## src/sv/salmc_pkg.sv

```systemverilog
package salmc_pkg;

    localparam int FIELD_W   = 14;
    localparam int CODE_W    = 15;
    localparam int CODE_SPAN = (1 << FIELD_W) + 2;

    localparam logic [CODE_W-1:0] CODE_OFS  = CODE_W'(2);
    localparam logic [CODE_W-1:0] CODE_SEP  = CODE_W'(1);
    localparam logic [CODE_W-1:0] CODE_TERM = CODE_W'(0);

    typedef enum logic [5:0] {
        ST_IDLE,
        ST_SEP,
        ST_TERM,
        ST_INIT,
        ST_CLR,
        ST_CNT_A,
        ST_CNT_B,
        ST_CNT_C,
        ST_CNT_D,
        ST_PFX_A,
        ST_PFX_B,
        ST_PLC_A,
        ST_PLC_B,
        ST_PLC_C,
        ST_PLC_D,
        ST_RK0_A,
        ST_RK0_B,
        ST_RK0_C,
        ST_LOOP_CHK,
        ST_SH_TAIL,
        ST_SH_A,
        ST_SH_B,
        ST_RR_A,
        ST_RR_B,
        ST_RR_C,
        ST_CP_A,
        ST_CP_B,
        ST_LC_A,
        ST_LC_B,
        ST_LC_C,
        ST_LC_CHK,
        ST_LC_CMP,
        ST_LC_WR,
        ST_LF_A,
        ST_LF_B,
        ST_RB_A,
        ST_RB_B,
        ST_DONE
    } state_t;

    typedef struct packed {
        logic i_last;
        logic span_last;
        logic i_zero;
        logic rank_zero;
        logic loop_go;
        logic lc_inb;
        logic lc_eq;
        logic pass0;
        logic out_busy;
    } dp_stat_t;

endpackage

```

## src/sv/salmc_ctrl.sv

```systemverilog
module salmc_ctrl
    import salmc_pkg::*;
(
    input  logic     aclk,
    input  logic     aresetn,
    input  logic     s_fire,
    input  logic     s_last,
    input  dp_stat_t st,
    output state_t   cmd,
    output logic     s_ready
);

    state_t state_reg, state_next;

    always_ff @(posedge aclk) begin
        if (!aresetn) begin
            state_reg <= ST_IDLE;
        end else begin
            state_reg <= state_next;
        end
    end

    always_comb begin
        state_next = state_reg;
        cmd        = state_reg;
        s_ready    = (state_reg == ST_IDLE);
        unique case (state_reg)
            ST_IDLE:     if (s_fire && s_last) state_next = ST_SEP;
            ST_SEP:      state_next = ST_TERM;
            ST_TERM:     state_next = ST_INIT;
            ST_INIT:     if (st.i_last) state_next = ST_CLR;
            ST_CLR:      if (st.span_last) state_next = ST_CNT_A;
            ST_CNT_A:    state_next = ST_CNT_B;
            ST_CNT_B:    state_next = ST_CNT_C;
            ST_CNT_C:    state_next = ST_CNT_D;
            ST_CNT_D:    state_next = st.i_last ? ST_PFX_A : ST_CNT_A;
            ST_PFX_A:    state_next = ST_PFX_B;
            ST_PFX_B:    state_next = st.span_last ? ST_PLC_A : ST_PFX_A;
            ST_PLC_A:    state_next = ST_PLC_B;
            ST_PLC_B:    state_next = ST_PLC_C;
            ST_PLC_C:    state_next = ST_PLC_D;
            ST_PLC_D: begin
                if (st.i_last) state_next = st.pass0 ? ST_RK0_A : ST_RR_A;
                else           state_next = ST_PLC_A;
            end
            ST_RK0_A:    state_next = ST_RK0_B;
            ST_RK0_B:    state_next = ST_RK0_C;
            ST_RK0_C:    state_next = st.i_last ? ST_LOOP_CHK : ST_RK0_A;
            ST_LOOP_CHK: state_next = st.loop_go ? ST_SH_TAIL : ST_LC_A;
            ST_SH_TAIL:  if (st.i_last) state_next = ST_SH_A;
            ST_SH_A:     state_next = ST_SH_B;
            ST_SH_B:     state_next = st.i_last ? ST_CLR : ST_SH_A;
            ST_RR_A:     state_next = ST_RR_B;
            ST_RR_B:     state_next = ST_RR_C;
            ST_RR_C:     state_next = st.i_last ? ST_CP_A : ST_RR_A;
            ST_CP_A:     state_next = ST_CP_B;
            ST_CP_B:     state_next = st.i_last ? ST_LOOP_CHK : ST_CP_A;
            ST_LC_A:     state_next = ST_LC_B;
            ST_LC_B: begin
                if (st.rank_zero) state_next = st.i_last ? ST_LF_A : ST_LC_A;
                else              state_next = ST_LC_C;
            end
            ST_LC_C:     state_next = ST_LC_CHK;
            ST_LC_CHK:   state_next = st.lc_inb ? ST_LC_CMP : ST_LC_WR;
            ST_LC_CMP:   state_next = st.lc_eq ? ST_LC_CHK : ST_LC_WR;
            ST_LC_WR:    state_next = st.i_last ? ST_LF_A : ST_LC_A;
            ST_LF_A:     state_next = ST_LF_B;
            ST_LF_B:     state_next = st.i_last ? ST_RB_A : ST_LF_A;
            ST_RB_A:     state_next = ST_RB_B;
            ST_RB_B:     state_next = st.i_zero ? ST_DONE : ST_RB_A;
            ST_DONE:     if (!st.out_busy) state_next = ST_IDLE;
            default:     state_next = ST_IDLE;
        endcase
    end

endmodule

```

## config.mk

```make
export PLATFORM = sky130hd
export DESIGN_NAME = salmc_ctrl
export DESIGN_NICKNAME = d
export VERILOG_FILES = /design/src/sv/salmc_pkg.sv /design/src/sv/salmc_ctrl.sv
export SDC_FILE = /design/constraint.sdc
export NUM_CORES = 1
export LEC_CHECK = 0
export BUFFER_PORTS_ARGS = -buffer_cell sky130_fd_sc_hd__clkbuf_2
export CAP_MARGIN = 20
export CORE_MARGIN = 1
export CORE_UTILIZATION = 35
export DETAILED_ROUTE_END_ITERATION = 10
export HOLD_SLACK_MARGIN = 0.03
export SYNTH_ARGS = -nofsm -noshare
export SYNTH_HDL_FRONTEND = slang
export SYNTH_SLANG_ARGS = --single-unit
```

## constraint.sdc

```tcl
create_clock -name aclk -period 1.4 [get_ports aclk]
set_input_delay 0.07 -clock aclk [delete_from_list [all_inputs] [get_ports aclk]]
set_output_delay 0.07 -clock aclk [all_outputs]
set_load 0.01 [all_outputs]
```

=== Word level (Yosys, flattened, before mapping) ===
Index checks and enable logic that the tools add are counted.

* Register bits after elaboration: 6
* Bits of input ports: 13
* Output and inout port bits: 7
* Logic and storage cells: 67

* Equal/unequal tests: 42
* Multiplexer cells: 21
* Reductions and logical operators: 3

{| class="wikitable"
|+ Operators with widths
! cell !! number
|-
| case mux 6 bit (38 select lines) || 1
|-
| == test 6 x 5 -> 1 bit (second input constant) || 16
|-
| two-way mux 6 bit || 9
|-
| == test 6 x 4 -> 1 bit (second input constant) || 8
|-
| == test 6 bit (second input constant) || 6
|-
| == test 6 x 3 -> 1 bit (second input constant) || 4
|-
| two-way mux 5 bit || 4
|-
| two-way mux 4 bit || 4
|-
| == test 6 x 2 -> 1 bit (second input constant) || 2
|-
| != test 2 bit (second input constant) || 4
|-
| == test 6 x 1 -> 1 bit (second input constant) || 1
|-
| zero test 6 bit || 1
|-
| AND reduction 5 bit || 1
|-
| two-way mux 2 bit || 2
|-
| two-way mux 3 bit || 1
|-
| != test 2 x 1 -> 1 bit (second input constant) || 1
|-
| logical AND 1 bit || 1
|}

=== Depth between registers and ports, before layout ===
* Word-level depth: 3
* Mapped depth: 8
* Gate-level depth less buffers: 5

=== Worst setup path before layout ===
OpenSTA, ideal clock, no wires.

* Kind: register to register
* From: register state_reg[5], in the netlist cmd[5]
* To: register state_reg[1], in the netlist cmd[1]
* Setup time: 125 ps
* Data arrival time: 1,518 ps
* Required time: 1,275 ps
* Setup slack: -243 ps
* Cell stages (with the launch flop): 7
* Path buffers: 1
* Clock period less this slack: 1,643 ps
* Cell sequence: dfxtp_1 > buf_2 > and4b_4 > o311ai_4 > nand2_2 > a41o_1 > o41a_1

* Longest elaborated chain between the ends: 3
* Elaborated cells between the ends (all ways): 45
* Classes of those cells: eq/ne (42); mux (1); reduce/logical (2)

{| class="wikitable"
|+ RTL lines
! item !! RTL line !! text
|-
| from (decl) || salmc_ctrl.sv:13 || <nowiki>state_t state_reg, state_next;</nowiki>
|-
| from (signal assigned) || salmc_ctrl.sv:19 || <nowiki>state_reg <= state_next;</nowiki>
|-
| == test 6 x 2 -> 1 bit, or another cell as far along || salmc_ctrl.sv:27 || <nowiki>unique case (state_reg)</nowiki>
|-
| != test 2 bit (no line) or != test 2 x 1 -> 1 bit (tied branches) || n/a ||
|-
| AND reduction 5 bit (no line) || n/a ||
|}

Several ways; a longest one is shown, not always the timed one.
A chain may end at the register's enable or synchronous reset.

=== Worst setup path after layout ===
* From: register state_reg[1], in the netlist cmd[1]
* To: register state_reg[3], in the netlist cmd[3]

The elaborated chain is that of the path after synthesis.

==> metrics.txt <==
hold_buf cts=0; final worst-path cycle share=1.16; CP top delay family=compound AO/OA/AOI/OAI gates; Worst Max-Slew Pin Slew=0.334 ns; Largest register FFs=6; complex-gate fraction of the synthesized area=0.378; Setup CP Type=flip-flop to flip-flop; crit path max fanout=6; Leakage=0.723 nW; outcome=complete, but fails checks; Core Area=0.00273 mm^2; Worst-path clk slew=0.06 ns; share of cells above drive strength 1=0.490; Area growth, synth to finish=59.1%; Final Hold Vio Count=0; Synth Cell Area=998 um^2; Final setup violation count=6; Worst Setup Start Kind=flip-flop; GR Overflow Total=0; dpl hpwl=2.74 mm; die area=0.00307 mm^2; CTS tree=done; worst relative slew slack=0.778; worst setup margin=-0.218 ns; pre-CTS setup slack=-0.262 ns; final design utilization=0.581; worst hold path type=input pin to flip-flop; Rows=19; RSZ-0062 raised after global routing=true; Setup crit end kind=flip-flop; initial drt markers=107; final antenna-violating net count=0; Synth Area in Adders=0; All-Layer GR Usage=0.268; Mapped Cells=144; Critical Path RT=1.54 ns; violated checks=negative setup slack; sequential share of the synthesized area=0.120; Synth Area in Simple Gates=0.355; Residual DRC=0; Synth Area in XOR/XNOR=0.0175; fmax=618 MHz; input/output buffers=19; Hold Slack=0.0969 ns; vias per cell=6.16; pwr dens=1600 mW/mm^2; critical path's largest stage delay=0.38 ns; initial antenna violation count=0; DR pass1 iterations=4; io pins=20; H-tree depth=1; first-pass GRT wire length=6.58 mm; syn_nets=157; number of global-route vias before repair=1375; Die Y=55.4 um; Ant. Diodes=0; Num CTS Buffers=3; design area=0.00159 mm^2; Worst Hold Depth=3; Worst R2R Path Depth=6; nets=219; fin crit period=1.62 ns; max-cap viol count=0; # fillers=247; dpl cell area=0.00138 mm^2; mux cell area share after synthesis=0.0100; sum of negative setup slack=-0.940 ns; Critical Path Stages=6; main combinational cell family by area after synthesis=compound AO/OA/AOI/OAI gates; wire per inst=17.8 um; Initial Utilization=0.365; WP buf/inv=1; Distinct cells, synth=49; Final Wtd Congestion=0.899; Max VDD drop=1.06 mV; clk_lat worst skew=0.26 ns; Mean Syn Cell Area=6.93 um^2; skew final=0.00459 ns; Die Wd=55.4 um; largest net degree at the start of global routing=17; Data arrival, critical path=1.76 ns; slowest CP cell=dfxtp_4; YS warnings=0; CTS sink count=6; crit-path cells=buf_6, a21o_1, o311ai_4, nand2_2, a41o_1, o41a_1; Clock Tree Buf Depth=2; routed wire length=4.19 mm; Final Max Slew Viols=0; routed vias=1447; register bit total from synthesis=6; Root Buffer=clkbuf_4
synthesized netlist by cell type, drive strengths merged:
cell type  instances  area (um^2)
nor2b             10         62.6
o41ai              1         8.76
nand4b             1         8.76
a41o               1         10.0
o311a              1         10.0
xor2               2         17.5
nor4bb             3         30.0
o32ai              2         17.5
nand3              8         40.0
or3                1         6.26
a211oi             2         15.0
a32o               1         10.0
o22ai              2         12.5
nand3b             1         7.51
a22o               1         8.76
clkbuf             4         15.0
nor3b              3         22.5
or4                1         7.51
o311ai             3         43.8
a21oi              8         40.0
o32a               1         10.0
and3               1         6.26
a32oi              2         17.5
or2                1         6.26
nor3               5         25.0
nand2              9         36.3
nor4b              1         8.76
mux2i              1         10.0
nor2              11         41.3
o31ai              1         7.51
o21a               1         7.51
a211o              2         17.5
o41a               2         22.5
buf               12         80.1
nand4              1         6.26
o21ai             12         60.1
a31oi              7         43.8
and4b              1         13.8
nand2b             4         25.0
a21o               2         15.0
dfxtp              6          120
inv                5         23.8
metrics by stage:
step                      cells  total power [mW]
after floorplan             144              1.29
after global routing        235              2.68
final                       235              2.55
after detailed placement    220              1.94
after CTS                   232              2.38
after global placement      220              1.91
report_power, final:
part	total, mW	switching (mW)	internal (mW)
Combinational	1.95	0.891	1.06
Sequential	0.416	0.178	0.239
Clock	0.179	0.0811	0.0983
Total	2.55	1.15	1.40
cell families (layout without fill, tap and decap cells):
family / after synthesis / after routing
AND/OR/NAND/NOR: 62 / 62
AO/OA/AOI/OAI: 52 / 52
buffers and inverters: 21 / 81
flip-flops: 6 / 6
XOR/XNOR: 2 / 2
multiplexers: 1 / 1
per-layer routing:
metal  GRT usage  share of wire  vias to the layer above  routed length, um
li1            -              -                      672                  -
met1       0.340           0.39                      672               1650
met2       0.444           0.48                       88               2020
met3      0.0492          0.094                       15                393
met4       0.111          0.029                        0                121
met5           0              0                        -                  0
what timing repair did:
action                                  4_1_cts  5_1_grt
endpoints found under the setup margin        7        7
gates resized for setup                      17       12
setup buffers                                10        3
pin swaps                                    10        5
cells in the final DEF, fill, tap and decap left out, types with 4 or more instances in the layout:
master	Yosys	routed
nor2_1	11	10
a21oi_1	8	8
nor2b_1	10	7
nand3_1	8	7
clkbuf_2	0	18
o21ai_0	10	9
buf_4	3	50
a31oi_1	7	7
nand2_1	8	8
dfxtp_4	0	6
nor3_1	5	4
worst min-delay path: stages:
cell,delay [ns]
clkbuf_2,0.15
inv_1,0.07
a31oi_1,0.03
layout make-up:
cell class / count / area [um^2] / share of cell area
Clock buffer: 3 / 22.5 / 0.0142
Inverter: 5 / 26.3 / 0.0165
Multi-Input combinational cell: 117 / 835 / 0.525
Sequential cell: 6 / 143 / 0.0898
Tap cell: 31 / 38.8 / 0.0244
Timing Repair Buffer: 73 / 524 / 0.330
path summary, 6_finish.rpt:
| path | start | endpoint | slack [ns] |
|---|---|---|---|
| worst min-delay path | aresetn | cmd[5] | 0.1 |
| worst max-delay path | cmd[1] | cmd[3] | -0.22 |
| worst min register to register | cmd[4] | cmd[5] | 0.73 |
| worst max register to register | cmd[1] | cmd[3] | -0.22 |
(Power assumes the default switching activity.)
